**config.mk**
```make
export PLATFORM = sky130hd
export DESIGN_NAME = command_ack_tracker
export DESIGN_NICKNAME = d
export VERILOG_FILES = /design/src/design/cat_pkg.sv /design/src/design/cat_ram.sv /design/src/design/command_ack_tracker.sv
export SDC_FILE = /design/constraint.sdc
export NUM_CORES = 1
export LEC_CHECK = 0
export BUFFER_PORTS_ARGS = -buffer_cell sky130_fd_sc_hd__buf_2
export CORE_AREA = 10 10 260 262
export CTS_CLUSTER_SIZE = 25
export DETAILED_ROUTE_END_ITERATION = 10
export DIE_AREA = 0 0 270 272
export GPL_ROUTABILITY_DRIVEN = 1
export PLACE_DENSITY = 0.66
export SLEW_MARGIN = 20
export SYNTH_ARGS = -nofsm -noshare
export SYNTH_HDL_FRONTEND = slang
export SYNTH_HIERARCHICAL = 1
export SYNTH_SLANG_ARGS = --single-unit
```
**constraint.sdc**
```tcl
create_clock -name clk -period 5.95 [get_ports clk]
set_input_delay 0.8925 -clock clk [delete_from_list [all_inputs] [get_ports clk]]
set_output_delay 0.8925 -clock clk [all_outputs]
set_load 0.01 [all_outputs]
```
**src/design/cat_pkg.sv**
```systemverilog
// Shared constants for the command acknowledgement tracker: queue sizing,
// field widths, modes, character codes and event codes. No dependencies.
package cat_pkg;

	// queue sizing
	localparam int QUEUE_DEPTH = 32;
	localparam int PTR_W       = $clog2(QUEUE_DEPTH);
	localparam int CNT_W       = $clog2(QUEUE_DEPTH + 1);

	// field widths
	localparam int WIN_W    = 16;
	localparam int PERIOD_W = 17;
	localparam int EDGE_W   = 16;
	localparam int PEND_W   = 6;
	localparam int EV_W     = 4;
	localparam int ENTRY_W  = 16;

	// window length after reset, in ms
	localparam logic [WIN_W-1:0] WINDOW_RESET = 16'd5000;

	// item modes
	localparam logic [1:0] MODE_CMD  = 2'd0;
	localparam logic [1:0] MODE_RECV = 2'd1;
	localparam logic [1:0] MODE_TICK = 2'd2;

	// character codes
	localparam logic [7:0] CH_X     = 8'h78;
	localparam logic [7:0] CH_O     = 8'h6F;
	localparam logic [7:0] CH_A     = 8'h61;
	localparam logic [7:0] CH_H     = 8'h68;
	localparam logic [7:0] CH_B     = 8'h62;
	localparam logic [7:0] CH_S     = 8'h73;
	localparam logic [7:0] CH_E     = 8'h65;
	localparam logic [7:0] CH_I     = 8'h69;
	localparam logic [7:0] CH_Q     = 8'h71;
	localparam logic [7:0] CH_ONE   = 8'h31;
	localparam logic [7:0] CH_FIVE  = 8'h35;
	localparam logic [7:0] CH_SPACE = 8'h20;
	localparam logic [7:0] CH_QMARK = 8'h3F;

	// event codes
	localparam logic [EV_W-1:0] EV_NONE     = 4'd0;
	localparam logic [EV_W-1:0] EV_SENT     = 4'd1;
	localparam logic [EV_W-1:0] EV_ACK_OK   = 4'd2;
	localparam logic [EV_W-1:0] EV_LED      = 4'd3;
	localparam logic [EV_W-1:0] EV_NO_PEND  = 4'd4;
	localparam logic [EV_W-1:0] EV_MISMATCH = 4'd5;
	localparam logic [EV_W-1:0] EV_UNKNOWN  = 4'd6;
	localparam logic [EV_W-1:0] EV_FULL     = 4'd7;
	localparam logic [EV_W-1:0] EV_QUIT     = 4'd8;

endpackage

```
**src/design/cat_ram.sv**
```systemverilog
// Generic single-port-write, single-port-read RAM with registered read data.
// No dependencies.
module cat_ram #(
	parameter int WIDTH = 8,
	parameter int DEPTH = 32
) (
	input  logic                     clk,
	input  logic                     we,
	input  logic [$clog2(DEPTH)-1:0] waddr,
	input  logic [WIDTH-1:0]         wdata,
	input  logic [$clog2(DEPTH)-1:0] raddr,
	output logic [WIDTH-1:0]         rdata
);

	logic [WIDTH-1:0] mem [DEPTH];

	// write port and registered read port
	always_ff @(posedge clk) begin
		if (we) begin
			mem[waddr] <= wdata;
		end
		rdata <= mem[raddr];
	end

endmodule

```
**src/design/command_ack_tracker.sv**
```systemverilog
// Host-side command/acknowledgement tracker for a byte link to an LED module.
// Depends on cat_pkg and cat_ram.
//
// One input word is taken at a time and yields one result word. A command or
// received byte passes through the accept cycle, in which the RAM reads the
// queue head, an execute cycle that may write the tail, a re-read of the
// new head and a capture cycle. The next word can be accepted in the cycle
// after capture.
// A window tick with a nonzero edge count also passes through a divide state
// between execute and re-read, where the bit-serial divider computes
// 2*window_ms/edge_count one quotient bit per cycle. The acknowledgement and
// command queues share one RAM of QUEUE_DEPTH 16-bit entries; only slot zero
// has a reset value (ack 'i', command space), held by one flag until written.
// A new word is accepted while the previous result still waits on the output;
// its capture then waits until that result is taken.
module command_ack_tracker import cat_pkg::*; (
	input  logic                clk,
	input  logic                arst_n,
	// configuration
	input  logic                cfg_we,
	input  logic [WIN_W-1:0]    cfg_data,
	// input channel
	input  logic                in_valid,
	output logic                in_ready,
	input  logic [1:0]          mode,
	input  logic [7:0]          byte_value,
	// output channel
	output logic                out_valid,
	input  logic                out_ready,
	output logic                send_valid,
	output logic [7:0]          send_byte,
	output logic [EV_W-1:0]     event_res,
	output logic [7:0]          expected_ack,
	output logic                led_on,
	output logic [PERIOD_W-1:0] period_ms,
	output logic [EDGE_W-1:0]   edge_count,
	output logic [PEND_W-1:0]   pending,
	output logic                quit,
	output logic [7:0]          prev_sent,
	output logic [7:0]          last_received
);

	localparam logic [2:0] ST_IDLE = 3'd0;
	localparam logic [2:0] ST_EXEC = 3'd1;
	localparam logic [2:0] ST_DIV  = 3'd2;
	localparam logic [2:0] ST_READ = 3'd3;
	localparam logic [2:0] ST_CAP  = 3'd4;

	localparam logic [CNT_W:0]    DEPTH_X   = (CNT_W+1)'(QUEUE_DEPTH);
	localparam logic [CNT_W-1:0]  CNT_FULL  = CNT_W'(QUEUE_DEPTH);
	localparam logic [PTR_W-1:0]  PTR_LAST  = PTR_W'(QUEUE_DEPTH - 1);
	localparam logic [4:0]        DIV_LAST  = 5'(PERIOD_W - 1);

	// expected acknowledgement for a command byte, zero if unknown
	function automatic logic [7:0] expected_for(input logic [7:0] cmd);
		logic [7:0] ack;
		ack = 8'd0;
		if (cmd inside {CH_S, CH_E, [CH_ONE:CH_FIVE]}) begin
			ack = CH_A;
		end else if (cmd inside {CH_H, CH_B}) begin
			ack = cmd;
		end
		return ack;
	endfunction

	logic [2:0]          state_q;
	logic [1:0]          mode_q;
	logic [7:0]          byte_q;
	logic [WIN_W-1:0]    window_q;
	logic [PTR_W-1:0]    head_q;
	logic [CNT_W-1:0]    cnt_q;
	logic                init_q;
	logic                rd_zero_q;
	logic                led_q;
	logic [EDGE_W-1:0]   edge_q;
	logic [PERIOD_W-1:0] period_q;
	logic                quit_q;
	logic [7:0]          sent_q;
	logic [7:0]          recv_q;
	logic                snd_v_q;
	logic [7:0]          snd_b_q;
	logic [EV_W-1:0]     ev_q;
	logic [4:0]          div_cnt_q;
	logic [EDGE_W-1:0]   div_rem_q;
	logic [PERIOD_W-1:0] div_quo_q;
	logic                out_valid_q;
	logic                cap_fire;

	// RAM signals
	logic                ram_we;
	logic [PTR_W-1:0]    ram_waddr;
	logic [ENTRY_W-1:0]  ram_wdata;
	logic [PTR_W-1:0]    ram_raddr;
	logic [ENTRY_W-1:0]  ram_rdata;

	cat_ram #(
		.WIDTH (ENTRY_W),
		.DEPTH (QUEUE_DEPTH)
	) u_queue_ram (
		.clk   (clk),
		.we    (ram_we),
		.waddr (ram_waddr),
		.wdata (ram_wdata),
		.raddr (ram_raddr),
		.rdata (ram_rdata)
	);

	// head entry, with slot zero reset value until first written
	logic [7:0] head_ack;
	logic [7:0] head_cmd;
	always_comb begin
		if (rd_zero_q && init_q) begin
			head_ack = CH_I;
			head_cmd = CH_SPACE;
		end else begin
			head_ack = ram_rdata[15:8];
			head_cmd = ram_rdata[7:0];
		end
	end

	// tail slot and next head
	logic [CNT_W:0]   tail_sum;
	logic [PTR_W-1:0] tail_slot;
	logic [PTR_W-1:0] head_next;
	always_comb begin
		tail_sum = (CNT_W+1)'(head_q) + (CNT_W+1)'(cnt_q);
		if (tail_sum >= DEPTH_X) begin
			tail_slot = PTR_W'(tail_sum - DEPTH_X);
		end else begin
			tail_slot = PTR_W'(tail_sum);
		end
		head_next = (head_q == PTR_LAST) ? '0 : head_q + 1'b1;
	end

	// command decode
	logic [7:0] cmd_ack;
	logic       cmd_push;
	assign cmd_ack  = expected_for(byte_q);
	assign cmd_push = (state_q == ST_EXEC) && !quit_q && (mode_q == MODE_CMD)
		&& (byte_q != CH_Q) && (cmd_ack != 8'd0) && (cnt_q != CNT_FULL);

	assign ram_we    = cmd_push;
	assign ram_waddr = tail_slot;
	assign ram_wdata = {cmd_ack, byte_q};
	assign ram_raddr = head_q;

	// event and send decode for the word in execute
	logic            exec_snd_v;
	logic [EV_W-1:0] exec_ev;
	always_comb begin
		exec_snd_v = 1'b0;
		exec_ev    = EV_NONE;
		if (!quit_q) begin
			case (mode_q)
				MODE_CMD: begin
					if (byte_q == CH_Q) begin
						exec_ev = EV_QUIT;
					end else if (cmd_ack == 8'd0) begin
						exec_ev = EV_UNKNOWN;
					end else if (cnt_q == CNT_FULL) begin
						exec_ev = EV_FULL;
					end else begin
						exec_snd_v = 1'b1;
						exec_ev    = EV_SENT;
					end
				end
				MODE_RECV: begin
					if (byte_q inside {CH_X, CH_O}) begin
						exec_ev = EV_LED;
					end else if (cnt_q == '0) begin
						exec_ev = EV_NO_PEND;
					end else if (byte_q != head_ack) begin
						exec_ev = EV_MISMATCH;
					end else if (byte_q == CH_B) begin
						exec_ev = EV_QUIT;
					end else begin
						exec_ev = EV_ACK_OK;
					end
				end
				default: begin
				end
			endcase
		end
	end

	// divider trial subtract
	logic [EDGE_W:0]   div_trial;
	logic              div_bit;
	logic [EDGE_W:0]   div_diff;
	always_comb begin
		div_trial = {div_rem_q, div_quo_q[PERIOD_W-1]};
		div_diff  = div_trial - {1'b0, edge_q};
		div_bit   = (div_trial >= {1'b0, edge_q});
	end

	assign in_ready  = (state_q == ST_IDLE);
	assign out_valid = out_valid_q;
	assign cap_fire  = (state_q == ST_CAP) && (!out_valid_q || out_ready);

	// sequencer and state update
	always_ff @(posedge clk or negedge arst_n) begin
		if (!arst_n) begin
			state_q     <= ST_IDLE;
			window_q    <= WINDOW_RESET;
			head_q      <= '0;
			cnt_q       <= CNT_W'(1);
			init_q      <= 1'b1;
			rd_zero_q   <= 1'b0;
			led_q       <= 1'b0;
			edge_q      <= '0;
			period_q    <= '0;
			quit_q      <= 1'b0;
			sent_q      <= CH_SPACE;
			recv_q      <= CH_QMARK;
			div_cnt_q   <= '0;
			out_valid_q <= 1'b0;
		end else begin
			rd_zero_q <= (ram_raddr == '0);
			if (cfg_we) begin
				window_q <= cfg_data;
			end
			// raise valid on capture, drop it once the word is taken
			if (cap_fire) begin
				out_valid_q <= 1'b1;
			end else if (out_ready) begin
				out_valid_q <= 1'b0;
			end
			case (state_q)
				ST_IDLE: begin
					if (in_valid) begin
						state_q <= ST_EXEC;
					end
				end
				ST_EXEC: begin
					if (!quit_q && mode_q == MODE_TICK && edge_q != '0) begin
						state_q <= ST_DIV;
					end else begin
						state_q <= ST_READ;
					end
					if (!quit_q) begin
						case (mode_q)
							MODE_CMD: begin
								if (byte_q == CH_Q) begin
									quit_q <= 1'b1;
								end else if (cmd_push) begin
									cnt_q  <= cnt_q + 1'b1;
									sent_q <= byte_q;
									if (tail_slot == '0) begin
										init_q <= 1'b0;
									end
								end
							end
							MODE_RECV: begin
								recv_q <= byte_q;
								if (byte_q inside {CH_X, CH_O}) begin
									led_q <= (byte_q == CH_X);
									if (edge_q != '1) begin
										edge_q <= edge_q + 1'b1;
									end
								end else if (cnt_q != '0 && byte_q == head_ack) begin
									if (byte_q == CH_A
										&& (head_cmd == CH_S || head_cmd == CH_E)) begin
										led_q <= (head_cmd == CH_S);
									end else if (byte_q == CH_B) begin
										quit_q <= 1'b1;
									end
									head_q <= head_next;
									cnt_q  <= cnt_q - 1'b1;
								end
							end
							MODE_TICK: begin
								if (edge_q == '0) begin
									period_q <= '0;
								end else begin
									div_cnt_q <= '0;
								end
							end
							default: begin
							end
						endcase
					end
				end
				ST_DIV: begin
					div_cnt_q <= div_cnt_q + 1'b1;
					if (div_cnt_q == DIV_LAST) begin
						period_q <= {div_quo_q[PERIOD_W-2:0], div_bit};
						edge_q   <= '0;
						state_q  <= ST_READ;
					end
				end
				ST_READ: begin
					state_q <= ST_CAP;
				end
				ST_CAP: begin
					if (cap_fire) begin
						state_q <= ST_IDLE;
					end
				end
				default: begin
					state_q <= ST_IDLE;
				end
			endcase
		end
	end

	// input word latch, event capture, divider datapath, result capture
	always_ff @(posedge clk) begin
		if (state_q == ST_IDLE && in_valid) begin
			mode_q <= mode;
			byte_q <= byte_value;
		end
		if (state_q == ST_EXEC) begin
			snd_v_q   <= exec_snd_v;
			snd_b_q   <= exec_snd_v ? byte_q : 8'd0;
			ev_q      <= exec_ev;
			div_rem_q <= '0;
			div_quo_q <= {window_q, 1'b0};
		end
		// advance one quotient bit
		if (state_q == ST_DIV) begin
			div_rem_q <= div_bit ? div_diff[EDGE_W-1:0] : div_trial[EDGE_W-1:0];
			div_quo_q <= {div_quo_q[PERIOD_W-2:0], div_bit};
		end
		// capture the result word
		if (cap_fire) begin
			send_valid    <= snd_v_q;
			send_byte     <= snd_b_q;
			event_res     <= ev_q;
			expected_ack  <= (cnt_q != '0) ? head_ack : 8'd0;
			led_on        <= led_q;
			period_ms     <= period_q;
			edge_count    <= edge_q;
			pending       <= PEND_W'(cnt_q);
			quit          <= quit_q;
			prev_sent     <= sent_q;
			last_received <= recv_q;
		end
	end

`ifndef NO_ASSERTIONS
	a_cnt_bound: assert property (@(posedge clk) disable iff (!arst_n)
		cnt_q <= CNT_FULL)
		else $error("queue count beyond depth");

	a_head_bound: assert property (@(posedge clk) disable iff (!arst_n)
		head_q <= PTR_LAST)
		else $error("queue head out of range");

	a_quit_sticky: assert property (@(posedge clk) disable iff (!arst_n)
		quit_q |=> quit_q)
		else $error("quit flag dropped");

	a_push_room: assert property (@(posedge clk) disable iff (!arst_n)
		ram_we |-> (cnt_q < CNT_FULL))
		else $error("queue write while full");

	a_div_nonzero: assert property (@(posedge clk) disable iff (!arst_n)
		(state_q == ST_DIV) |-> (edge_q != '0))
		else $error("divide by zero edge count");
`endif

endmodule

```
==> flow_summary.ini, run 1 <==
[sta]
min_period_ns = 4.156
tns_ns = 0
fin_ws_ns = 1.794
min_period_over_period_pct = 69.84
fin_worst_skew_ns = 0.03604
slew_violations = 0
max_clock_freq_mhz = 240.6
rsz0062_at_grt = false
final-setup-viol-count = 0
slew-limit-headroom_pct = 28.19
tightest_slew_ns = 1.075
finalHoldViolations = 0

[floorplanning]
dieArea_um2 = 73440
io_pins = 111
num_rows = 92
initial_utilization_pct = 49.35
die_width_um = 270
die_h_um = 272
coreArea_um2 = 62500

[placement]
place.gp.congestion = 0.8872
dp_slack_ns = 1.901
io_buffers = 110
dp_hpwl_mm = 44.95

[cts]
clock_sinks = 751
cts_buffers = 76
root_buffer = clkbuf_16
postCtsSetupRepairBufs = 0
insertion_delay_ns = 0.62
cts_buffer_depth = 3
hold_buffers = 0
cts_tree = built
cts_resized = 0
htreeDepth = 3
cts.clk_slew.worst_paths_ns = 0.06

[worst_setup_path]
setup.worst_path.class = flop to flop
crit_arrival_ns = 4.45
path_max_fanout = 26
cp.required_ns = 6.24
cp-end-kind = flop
r2r_cells = 10
critPathLaunchType = flop

[synthesis]
ys_dominant_reg_cell = edfxtp_1
synth_area_leader_cell = edfxtp_1
avgSynthCellArea_um2 = 15.36
ys_seq_area_share_pct = 71.20
syn-cell-area_um2 = 30850
yosysWarnings = 6
synth_edf_count = 646
syn_inst = 2008
synth_most_common_cell = edfxtp_1
yosys-top-cells-count = 646 x edfxtp_1, 268 x mux2i_1, 133 x nand2_1
synth.area.top_cells = edfxtp_1 63%, mux2i_1 8.7%, dfrtp_1 6.1%
synth_top_cell_area_share_pct = 62.89
yosys_register_bits = 751
async_reset_ff_share_pct = 11.85
synth_cell_types = 86

[grt]
grt_pass1_wl_mm = 105.1
grt-ovfl-total = 0
grt_max_degree = 125
grt_pass1_vias = 17380
antenna_found_initial = 6
track_usage_pct = 18.56

[routing]
via_per_inst = 5.575
drc = 0
drt-initial-drc-count = 1588
drtAntennaViolNets = 0
drtPass1Iterations = 5
routed_wl_mm = 69.24
wire_per_inst_um = 21.90
vias = 17630

[min_path]
hold_class = primary input to async pin

[cells_and_area]
drive_gt1_share_pct = 15.56
area_growth_syn_to_layout_pct = 14.39
nets = 2316

[power]
power-per-cell-area_nw_per_um2 = 388.0
ir_drop_mv = 0.2450
p_leak_uw = 0.01219

[job]
maxCapViolCount = 0

[outcome]
outcome = completed
[cells in the final DEF, fill, tap and decap left out, types with 6 or more instances in the layout]
cell type | synthesis | routed
a21o_1 | 12 | 12
a21oi_1 | 59 | 59
a22o_1 | 33 | 33
a22oi_1 | 64 | 64
a31oi_1 | 24 | 24
and2_1 | 8 | 7
and3_1 | 14 | 14
buf_2 | 31 | 109
buf_4 | 19 | 63
bufinv_16 | 0 | 9
clkbuf_1 | 36 | 16
clkbuf_16 | 0 | 81
clkinv_1 | 0 | 10
clkinv_2 | 0 | 13
conb_1 | 1 | 97
dfrtp_1 | 75 | 74
dfstp_2 | 14 | 14
dfxtp_1 | 16 | 16
edfxtp_1 | 646 | 646
ha_1 | 31 | 31
inv_1 | 57 | 57
mux2_1 | 6 | 6
mux2_2 | 25 | 25
mux2i_1 | 268 | 268
nand2_1 | 133 | 133
nand2b_1 | 10 | 10
nand3_1 | 70 | 70
nand3b_1 | 7 | 7
nand4_1 | 26 | 26
nor2_1 | 86 | 83
nor2b_1 | 10 | 8
nor3_1 | 28 | 28
nor4_1 | 7 | 7
o21ai_0 | 44 | 44
o21ai_1 | 9 | 8
o31ai_1 | 6 | 6
o41ai_1 | 6 | 6
or3_1 | 7 | 7
xnor2_1 | 14 | 14
xor2_1 | 13 | 13
[flip-flops by register name, indices dropped and copies added, names as in the netlist, 16 cells and up]
register and count:
div_quo_q 17, div_rem_q 16, edge_count 16, edge_q 16, period_ms 17, period_q 17, u_queue_ram/mem 512, u_queue_ram/rdata 16
window_q 16
[kinds of logic (layout without fill, tap and decap cells)]
family	count (synthesis)	after routing	share of synthesized area, %
muxes	302	302	9.974
adders and majority gates	34	34	1.452
xor gates and xnor gates	27	27	0.7667
other	1	99	0.01216
buffers and inverters	164	374	3.006
DFF	751	751	71.20
AOI/OAI and AO/OA	295	295	6.660
and+or+nand+nor	434	434	6.924
[worst max-delay path, stage by stage (launching register included)]
cell and delay (ns):
edfxtp_1 0.84, buf_4 0.48, nor4b_1 0.13, inv_1 0.12
o21a_1 0.22, o21a_1 0.26, nand3_2 0.36, inv_1 0.24
nand3_1 0.59, nor2_1 0.27, buf_4 0.30
[power by group]
part,internal (µW),leakage (µW),switching [µW]
logic,781,0.00369,1340
clock network,2930,0.00127,1940
registers,6380,0.00723,327
[path summary, 6_finish.rpt]
kind | start | endpoint | slack, ns
worst min-delay path | arst_n | period_q[1] | 0.23
worst max-delay path | byte_q[2] | u_queue_ram/mem[15][13] | 1.79
worst max register to register | byte_q[2] | u_queue_ram/mem[15][13] | 1.79
min in group clk | ev_q[3] | event_res[3] | 0.42
max in group asynchronous | arst_n | head_q[0] | 4.50
worst min register to register | ev_q[3] | event_res[3] | 0.42
[layer usage]
layer	vias to the layer above	GRT usage, %	routed length (µm)
met5	-	0	0
met4	0	7.200	2172
met3	118	3.593	4970
met2	601	28.73	31930
met1	8844	25.71	30170
li1	8066	-	-
[area by class of cell]
type,count,area (µm²)
fillers,4860,27220
flip-flops and latches,751,21970
multi-input cells,1189,8353
clock buffers,100,2128
repair buffers,175,1086
well taps,846,1059
clock inverters,41,469.2
inverters,58,217.7
diodes,2,5.005
[metrics by stage]
step | util, % | total power (µW) | instance area (µm²) | cells | hold slack [ns]
floorplan | - | 8220 | 31210 | 2104 | 0.4003
global placement | 52.24 | 8831 | 32660 | 3018 | 0.4105
detailed placement | 52.24 | 8910 | 32660 | 3018 | 0.4063
CTS | 56.40 | 13780 | 35250 | 3159 | 0.2214
global route | 56.45 | 14270 | 35280 | 3161 | 0.2575
finish | 56.45 | 13690 | 35290 | 3162 | 0.2252
No activity file was read; power rests on OpenSTA's default activity.
==> inputs of run 2 (changes only) <==
- clock period: 5.95 -> 4.2 ns (I/O delays scaled with it)
==> flow_summary.ini, run 2 (synthesis results as in run 1) <==
[grt]
grt-ovfl-total = 0
grt_max_degree = 128
grt_pass1_wl_mm = 107.8
antenna_found_initial = 8
track_usage_pct = 19.18
grt_pass1_vias = 17490

[routing]
drc = 0
vias = 17730
top_layer_used = met4
dr_wl_met3_mm = 5.647
drtAntennaViolNets = 0
drtPass1Iterations = 6
wl_met2_mm = 33.79
drt-met1-wl_mm = 30.37
wire_per_inst_um = 22.71
routed_wl_mm = 72.15
drt-initial-drc-count = 1747
via_per_inst = 5.581

[worst_setup_path]
cp_cell_sequence = o221ai_1 -> a2111oi_4 -> o21a_1 -> nand3_2 -> inv_1 -> or3b_2 -> nor2_2 -> buf_4
slowest_delay_ns = 0.83
cp-end-kind = flop
cp.required_ns = 4.53
path_max_fanout = 20
setup.worst_path.class = flop to flop
crit_family = simple AND/OR/NAND/NOR gates
crit_buf_inv = 2
critPathLaunchType = flop
crit_arrival_ns = 4.15
slowest_stage = edfxtp_1

[cells_and_area]
area_growth_syn_to_layout_pct = 14.57
regMostFlops = u_queue_ram/mem
nets = 2329
drive_gt1_share_pct = 16.47
fin_cells = 3177
layout_commonest_cell = edfxtp_1
final_cell_mix = 646 x edfxtp_1, 268 x mux2i_1, 133 x nand2_1
largest_register_ffs = 512

[job]
maxCapViolCount = 0

[cts]
cts_tree = built
cts_resized = 0
root_buffer = clkbuf_16
cts_buffer_depth = 3
cts.clk_slew.worst_paths_ns = 0.06
cts_buffers = 75
hold_buffers = 0
htreeDepth = 3
insertion_delay_ns = 0.63
clock_sinks = 751
postCtsSetupRepairBufs = 0

[placement]
io_buffers = 110
placed_cells = 3033
dp_slack_ns = 0.4906
dp_hpwl_mm = 46.46
place.gp.congestion = 0.9030

[floorplanning]
dieArea_um2 = 73440
coreArea_um2 = 62500
die_h_um = 272
die_width_um = 270
num_rows = 92
initial_utilization_pct = 49.35
io_pins = 111

[sta]
fin_worst_skew_ns = 0.04669
max_clock_freq_mhz = 262.4
min_period_ns = 3.811
slew-limit-headroom_pct = 24.11
min_period_over_period_pct = 90.73
fin_ws_ns = 0.3893
finalHoldViolations = 0
tightest_slew_ns = 1.138
rsz0062_at_grt = false
slew_violations = 0
final-setup-viol-count = 0

[min_path]
hold_class = primary input to async pin

[power]
power-per-cell-area_nw_per_um2 = 545.9
ir_drop_mv = 0.2925
p_leak_uw = 0.01223

[outcome]
outcome = completed
-- run 2: cell count changes in the layout (fill, tap and decap cells not counted), sizes merged --
cell / previous run / this run
buf: 175 / 189
clkbuf: 100 / 91
clkinv: 26 / 33
diode: 2 / 6
bufinv: 9 / 8
clkinvlp: 3 / 2
inv: 61 / 62
-- run 2: final timing paths --
kind | from | to | slack, ns | depth (start not counted)
min in group clk | byte_value[7] | byte_q[7] | 0.18 | 1
setup reg to reg | byte_q[0] | u_queue_ram/mem[12][10] | 0.39 | 8
hold reg to reg | snd_b_q[3] | send_byte[3] | 0.42 | 0
hold / removal | arst_n | period_q[15] | 0.08 | 1
setup / recovery | byte_q[0] | u_queue_ram/mem[12][10] | 0.39 | 8
max in group asynchronous | arst_n | window_q[3] | 3.17 | 2
-- run 2: routing by layer --
| layer | up-vias | global-route usage [%] |
|---|---|---|
| li1 | 8108 | - |
| met1 | 8807 | 25.60 |
| met2 | 661 | 30.11 |
| met3 | 154 | 4.145 |
| met4 | 0 | 8.205 |
| met5 | - | 0 |
-- run 2: final cells by class --
cell class	instances	area, µm²
clock inverters	47	501.7
clock buffers	91	2009
fillers	4815	27160
well taps	846	1059
inverters	58	217.7
repair buffers	189	1184
diodes	6	15.01
multi-input cells	1189	8388
flip-flops and latches	751	21970
-- run 2: worst register-to-register path: cells and delay by family (launching register included) --
family / cells / cell delay (ns)
buf+inv: 2 / 0.42
simple gates: 3 / 1.36
flops: 1 / 0.83
compound gates: 3 / 0.91
-- run 2: power by group --
part | leakage, µW | switching (µW) | internal, µW
sequential | 0.00723 | 416 | 9040
combinational | 0.00377 | 1980 | 1110
clock | 0.00123 | 2820 | 3940
-- run 2: metrics by stage --
stage / hold WS, ns / total power [µW] / setup TNS [ns] / instance area, µm² / util, %
2_1_floorplan: 0.3344 / 11640 / -19.43 / 31230 / -
3_3_place_gp: 0.4053 / 12550 / 0 / 32800 / 52.48
3_5_place_dp: 0.4045 / 12650 / 0 / 32820 / 52.50
4_1_cts: 0.09583 / 19430 / 0 / 35330 / 56.52
5_1_grt: 0.1285 / 20100 / 0 / 35340 / 56.53
6_report: 0.07970 / 19290 / 0 / 35340 / 56.54
==> inputs of run 3 (changes only) <==
- GPL_TIMING_DRIVEN: default -> 0
==> flow_summary.ini, run 3 (synthesis results as in run 1) <==
[floorplanning]
dieArea_um2 = 73440
die_width_um = 270
coreArea_um2 = 62500
initial_utilization_pct = 49.35
num_rows = 92
die_h_um = 272
io_pins = 111

[cts]
clock_sinks = 751
insertion_delay_ns = 0.61
root_buffer = clkbuf_16
cts.clk_slew.worst_paths_ns = 0.06
cts_buffer_depth = 3
cts_tree = built
cts_buffers = 76
htreeDepth = 3

[cells_and_area]
largest_register_ffs = 512
area_growth_syn_to_layout_pct = 17.96
final_cell_mix = 646 x edfxtp_1, 268 x mux2i_1, 139 x buf_2
final_area_um2 = 36390
nFillCells = 4747
nets = 2414
drive_gt1_share_pct = 18.25
regMostFlops = u_queue_ram/mem
layout_commonest_cell = edfxtp_1

[sta]
finalHoldWorstSlack_ns = 0.1994
slew-limit-headroom_pct = 31.45
final-setup-viol-count = 0
max_clock_freq_mhz = 249.1
tightest_slew_ns = 1.021
min_period_over_period_pct = 95.58
finalHoldViolations = 0
tns_ns = 0
rsz0062_at_grt = false
slew_violations = 0
min_period_ns = 4.014
fin_worst_skew_ns = 0.01636
fin_ws_ns = 0.1856

[power]
p_switching_uw = 5221
power_uw = 19230
sw_frac_of_total_pct = 27.15
intPower_uw = 14010
power-per-cell-area_nw_per_um2 = 528.5
seq_power_share_pct = 48.8
ir_drop_mv = 0.2823
pwr-share-clk_pct = 33.6
p_leak_uw = 0.01256
power.share.combinational_pct = 17.6

[placement]
io_buffers = 109
dp_hpwl_mm = 51.10
place.gp.congestion = 0.9154
place_area_um2 = 33430
dp_slack_ns = -1.133

[grt]
grt-ovfl-total = 0
antenna_found_initial = 1
grt_pass1_vias = 18150
grt_max_degree = 61
grt_pass1_wl_mm = 110.6
track_usage_pct = 19.70

[routing]
drt-initial-drc-count = 1632
drtAntennaViolNets = 0
vias = 18080
wire_per_inst_um = 22.55
routed_wl_mm = 73.34
drc = 0
drtPass1Iterations = 5
via_per_inst = 5.558

[worst_setup_path]
setup.worst_path.class = flop to flop
critPathLaunchType = flop
rrSetupSlack_ns = 0.19
cp.required_ns = 4.52
path_max_fanout = 15
crit_arrival_ns = 4.34
cp-end-kind = flop

[outcome]
outcome = completed

[min_path]
hold_class = primary input to flop

[job]
maxCapViolCount = 0
==> run 3: changes by cell type in the layout (fill, tap and decap cells not counted), sizes merged <==
cell,before,now
diode,6,1
buf,189,237
clkbuf,91,134
inv,62,59
clkinvlp,2,5
bufinv,8,4
clkinv,33,25
dlygate4sd3,0,1
==> run 3: final cells by class <==
class,instances,area (µm²),area share [%]
clock inverters,35,284.0,0.7806
repair buffers,168,1490,4.095
multi-input cells,1189,8571,23.55
well taps,846,1059,2.909
diodes,1,2.502,0.006877
inverters,58,217.7,0.5983
clock buffers,99,2093,5.753
plain buffers,105,705.7,1.939
flip-flops and latches,751,21960,60.36
==> run 3: path summary, 6_finish.rpt <==
path,end,cells past startpoint,start
worst max register to register,u_queue_ram/mem[16][9],13,byte_q[6]
max in group asynchronous,sent_q[5],3,arst_n
worst max-delay path,u_queue_ram/mem[16][9],13,byte_q[6]
min in group asynchronous,period_q[11],2,arst_n
worst min register to register,send_byte[0],0,snd_b_q[0]
worst min-delay path,byte_q[0],1,byte_value[0]
==> run 3: metal layers <==
layer | share of wire [%] | vias to the layer above | GRT usage (%)
li1 | - | 8264 | -
met1 | 42 | 9025 | 26.33
met2 | 48 | 649 | 32.26
met3 | 6.7 | 138 | 3.601
met4 | 2.8 | 0 | 6.461
met5 | 0 | - | 0
==> run 3: repair_timing <==
item | in CTS | in global routing
hold buffers | 1 | 0
setup endpoints to repair | 512 | 386
resized for setup | 29 | 1
pin swaps | 18 | 0
hold endpoints to repair | 24 | 0
gates cloned | 0 | 0
setup buffers | 23 | 4
==> run 3: stage by stage <==
step                cells  util, %
floorplan            2104        -
global placement     3059    52.53
detailed placement   3090    53.49
CTS                  3247    58.15
global route         3251    58.21
finish               3252    58.21
==> run 3: critical path, cell delays in order, from the launching register on <==
cell and delay (ns):
edfxtp_1 0.43, buf_8 0.18, buf_2 0.19, o21ba_1 0.22
o221ai_1 0.16, a2111oi_4 0.36, buf_6 0.20, o21a_1 0.28
nand3_2 0.21, buf_2 0.27, inv_1 0.23, or3b_4 0.60
nor2_4 0.20, buf_12 0.16
==> run 3: power by group through the flow <==
stage	registers, µW	clock network, µW	logic (µW)
floorplan	9530	0	2110
global placement	9700	0	2900
detailed placement	9560	0	3260
CTS	9410	6590	3340
global route	9450	6900	3720
finish	9390	6470	3380
